==> src/sv/htlp_pkg.sv <==
// package for the linear-probing hash table: field widths, codes, fsm state
// and the command/status structs between controller and datapath
// no dependencies
package htlp_pkg;

    // field widths of the stream beats and the config register
    localparam int CFG_W     = 11;
    localparam int KEY_W     = 30;
    localparam int PAYLOAD_W = 32;
    localparam int STATUS_W  = 2;
    localparam int SLOT_W    = 10;
    localparam int PROBES_W  = 11;

    // packed beat widths, rounded up to whole bytes
    localparam int S_TDATA_W = 64;
    localparam int M_FIELDS_W = SLOT_W + PAYLOAD_W + PROBES_W;
    localparam int M_TDATA_W = 56;
    localparam int M_PAD_W   = M_TDATA_W - M_FIELDS_W;

    // one table entry: occupied flag, key, payload
    localparam int ENTRY_W = 1 + KEY_W + PAYLOAD_W;

    // defaults
    localparam int              TABLE_DEPTH_DEFAULT = 1024;
    localparam logic [CFG_W-1:0] MODULUS_RESET      = 11'd631;

    // remainder unit: two key bits per cycle
    localparam int DIV_BITS  = 2;
    localparam int DIV_STEPS = KEY_W / DIV_BITS;
    localparam int DIV_CNT_W = $clog2(DIV_STEPS);

    typedef enum logic {
        CMD_INSERT = 1'b0,
        CMD_SEARCH = 1'b1
    } cmd_t;

    typedef enum logic [STATUS_W-1:0] {
        STAT_INSERTED  = 2'd0,
        STAT_FOUND     = 2'd1,
        STAT_NOT_FOUND = 2'd2,
        STAT_FULL      = 2'd3
    } status_t;

    typedef enum logic [2:0] {
        S_CLEAR,
        S_IDLE,
        S_DIV,
        S_FIRST,
        S_PROBE,
        S_RESULT
    } state_t;

    // controller to datapath
    typedef struct packed {
        logic clear_wr;
        logic load_item;
        logic div_step;
        logic probe_first;
        logic probe_eval;
        logic out_load;
    } ctrl_cmd_t;

    // datapath to controller
    typedef struct packed {
        logic clear_last;
        logic div_last;
        logic probe_done;
        logic out_free;
    } ctrl_sts_t;

endpackage

==> src/sv/htlp_ctrl.sv <==
// controller fsm of the hash table: clearing pass, remainder, probe walk,
// hand-off to the output register
// depends on htlp_pkg
module htlp_ctrl (
    input  logic                clk,
    input  logic                rst_n,
    input  logic                s_tvalid,
    output logic                in_ready,
    input  htlp_pkg::ctrl_sts_t sts,
    output htlp_pkg::ctrl_cmd_t cmd
);

    import htlp_pkg::*;

    state_t state_reg;
    state_t state_next;

    // state register
    always_ff @(posedge clk or negedge rst_n)
    begin
        if (!rst_n)
        begin
            state_reg <= S_CLEAR;
        end
        else
        begin
            state_reg <= state_next;
        end
    end

    // next state
    always_comb
    begin
        state_next = state_reg;
        unique case (state_reg)
            S_CLEAR:
            begin
                if (sts.clear_last)
                begin
                    state_next = S_IDLE;
                end
            end
            S_IDLE:
            begin
                if (s_tvalid)
                begin
                    state_next = S_DIV;
                end
            end
            S_DIV:
            begin
                if (sts.div_last)
                begin
                    state_next = S_FIRST;
                end
            end
            S_FIRST:
            begin
                state_next = S_PROBE;
            end
            S_PROBE:
            begin
                if (sts.probe_done)
                begin
                    state_next = S_RESULT;
                end
            end
            S_RESULT:
            begin
                if (sts.out_free)
                begin
                    state_next = S_IDLE;
                end
            end
            default:
            begin
                state_next = S_IDLE;
            end
        endcase
    end

    // outputs
    always_comb
    begin
        cmd      = '0;
        in_ready = 1'b0;
        unique case (state_reg)
            S_CLEAR:
            begin
                cmd.clear_wr = 1'b1;
            end
            S_IDLE:
            begin
                in_ready      = 1'b1;
                cmd.load_item = s_tvalid;
            end
            S_DIV:
            begin
                cmd.div_step = 1'b1;
            end
            S_FIRST:
            begin
                cmd.probe_first = 1'b1;
            end
            S_PROBE:
            begin
                cmd.probe_eval = 1'b1;
            end
            S_RESULT:
            begin
                cmd.out_load = sts.out_free;
            end
            default:
            begin
                cmd = '0;
            end
        endcase
    end

endmodule

==> config.mk <==
export PLATFORM = sky130hd
export DESIGN_NAME = htlp_ctrl
export DESIGN_NICKNAME = d
export VERILOG_FILES = /design/src/sv/htlp_pkg.sv /design/src/sv/htlp_ctrl.sv
export SDC_FILE = /design/constraint.sdc
export NUM_CORES = 1
export LEC_CHECK = 0
export ABC_CLOCK_PERIOD_IN_PS = 1900
export BUFFER_PORTS_ARGS = -buffer_cell sky130_fd_sc_hd__clkbuf_2
export CORE_AREA = 3 3 40 42
export DETAILED_ROUTE_END_ITERATION = 8
export DIE_AREA = 0 0 43 45
export GPL_ROUTABILITY_DRIVEN = 0
export GPL_TIMING_DRIVEN = 0
export SYNTH_ARGS = -nofsm -noshare
export SYNTH_HDL_FRONTEND = slang
export SYNTH_SLANG_ARGS = --single-unit
==> constraint.sdc <==
create_clock -name clk -period 1.9 [get_ports clk]
set_input_delay 0.19 -clock clk [delete_from_list [all_inputs] [get_ports clk]]
set_output_delay 0.19 -clock clk [all_outputs]
set_load 0.005 [all_outputs]
==> impl_metrics.toml <==
[worst_setup_path]
slowest_stage = "dfrtp_1"
critPathCaptureType = "output port"
cp_max_fo = 9
cp.arrival_ns = 1.36
worstSetupStartpointType = "flop"
critPathRequiredTime_ns = 1.71
path_cells = "clkbuf_2 > nor2b_1 > and2b_2 > and2_1 > clkbuf_2"
max_stage_delay_ns = 0.35
cp_common_cell = "clkbuf_2"
worstSetupPathType = "flop to output port"

[clocking]
clk_pin_slew_ns = 0.03
cts_tree = "done"
post_cts_buffers = 0
cts_hold_buf = 1
root_buffer = "clkbuf_4"
cts_max_path_buffers = 2
h-tree-depth = 1
cts-resized-gates = 0
tritoncts.num_buffers = 3
clk_latency_ns = 0.23
clock-sinks = 3

[die]
die-width_um = 43
core_area_um2 = 1285
start_util_pct = 17.14
die_y_um = 45
ioPinCount = 14
row_count = 13
die-area_um2 = 1935

[drt]
drt_wl_total_um = 518
wl_per_cell_um = 9.250
drt_iter0_drc = 1
ant_nets = 0
viasPerCell = 3.929
vias = 220
dr.pass1.iters = 2
drc = 0

[timing]
setup_tns_ns = 0
drv_slew = 0
fin_skew_ns = 0.0005931
period_minus_slack_ns = 1.554
grt_setup_unrepaired = "false"
period_share_pct = 81.79
clock.fmax_ghz = 0.6435
relSlewSlack_pct = 85.06
finalHoldViolations = 0
setup_violations = 0
worst_slew_pin_slew_ns = 0.2241

[status]
status = "completed"

[synth]
yosys.area.top_type = "dfrtp_1"
ys_ff_latch = 3
synth_area_um2 = 220.2
syn_area_per_cell_um2 = 9.574
yosysWarningCount = 0
syn_nets = 30
synthCells = 23
ys_types = 18
synth_top_cells_by_area = "dfrtp_1 (34%), and2b_2 (8.0%), mux2_4 (6.8%), nor2b_1 (5.7%), buf_6 (5.1%)"
synth_top_cell_area_share_pct = 34.09
yosysSeqAreaShare_pct = 34.09

[cells_and_area]
layout_commonest_cell = "clkbuf_2"
area_delta_synth_final_pct = 54.55
layout_common_cells = "clkbuf_2 (14), clkbuf_4 (3), dfrtp_1 (3)"
final_nets = 49
largest_register_ffs = 3
drive_gt1_share_pct = 56.10
diodes = 0

[run]
drv_cap = 0

[global_routing]
grt_antenna_before_repair = 0
grt_overflow = 0
grt_pass1_wl_um = 883
grt_pass1_vias = 211
grt_max_degree = 11
grt_usage_pct = 6.339

[pwr]
p_leak_nw = 0.1780
total_power_w = 0.0005057
power.density_nw_per_um2 = 1486
ir_drop_uv = 354.6

[placed_design]
place_hpwl_um = 393.9
port_buffers = 13

[worst_hold_path]
hold_class = "primary input to flop"
==> where the power goes <==
group          switching, W  total (W)  internal [W]
combinational      0.000120   0.000273      0.000154
clock             0.0000332   0.000112     0.0000787
sequential        0.0000264   0.000120     0.0000939
total              0.000180   0.000506      0.000326
==> per-stage QoR <==
| step | cell area [um2] | util [%] | setup slack [ns] | std cells | hold WS (ns) |
|---|---|---|---|---|---|
| 2_1_floorplan | 220.2 | - | 0.7248 | 23 | -0.1056 |
| 3_3_place_gp | 304.0 | 23.66 | 0.5926 | 51 | -0.01049 |
| 3_5_place_dp | 304.0 | 23.66 | 0.5805 | 51 | -0.009844 |
| 4_1_cts | 340.3 | 26.48 | 0.3248 | 56 | 0.2360 |
| 5_1_grt | 340.3 | 26.48 | 0.2334 | 56 | 0.2578 |
| 6_report | 340.3 | 26.48 | 0.3459 | 56 | 0.2364 |
==> path summary, 6_finish.rpt <==
kind,slack (ns),depth (start not counted),end,start
worst min-delay path,0.24,3,state_reg[1]$_DFFE_PN0P_,s_tvalid
max in group asynchronous,1.50,2,state_reg[1]$_DFFE_PN0P_,rst_n
min in group asynchronous,0.29,2,state_reg[2]$_DFFE_PN0P_,rst_n
worst max-delay path,0.35,5,cmd[4],state_reg[0]$_DFFE_PN0P_
worst min register to register,0.55,2,state_reg[1]$_DFFE_PN0P_,state_reg[2]$_DFFE_PN0P_
worst max register to register,0.71,3,state_reg[0]$_DFFE_PN0P_,state_reg[2]$_DFFE_PN0P_
==> worst max-delay path: cells and delay by family, from the launching register on <==
family	cells	cell delay, ns
and+or+nand+nor	3	0.53
DFF	1	0.35
buffers and inverters	2	0.26
==> routing by layer <==
layer | routed length [um] | GRT usage (%)
met1 | 235 | 7.990
met5 | 0 | 0
met3 | 76 | 5.179
met4 | 0 | 1.807
met2 | 207 | 8.084
==> synthesized netlist by cell type, drive strengths merged <==
cell	number
nand2	2
nand2b	1
clkbuf	1
o32a	1
dfrtp	3
nor2	1
and2	1
buf	1
and3	1
nor2b	2
mux2	1
o21bai	1
a21oi	1
a22oi	1
nor3	1
and3b	1
and2b	2
nor3b	1
==> logic make-up (layout without fill, tap and decap cells) <==
group | Yosys count | after routing | synth area share (%)
flops | 3 | 3 | 34.09
simple gates | 13 | 13 | 38.07
mux | 1 | 1 | 6.816
compound gates | 4 | 4 | 13.64
buf+inv | 2 | 20 | 7.384
==> final cells by class <==
type	instances	area (um2)
plain buffers	2	16.27
fillers	149	944.7
repair buffers	14	75.07
clock buffers	4	26.28
flip-flops and latches	3	75.07
well taps	15	18.77
multi-input cells	18	128.9
Power figures use the tool's default switching activity.
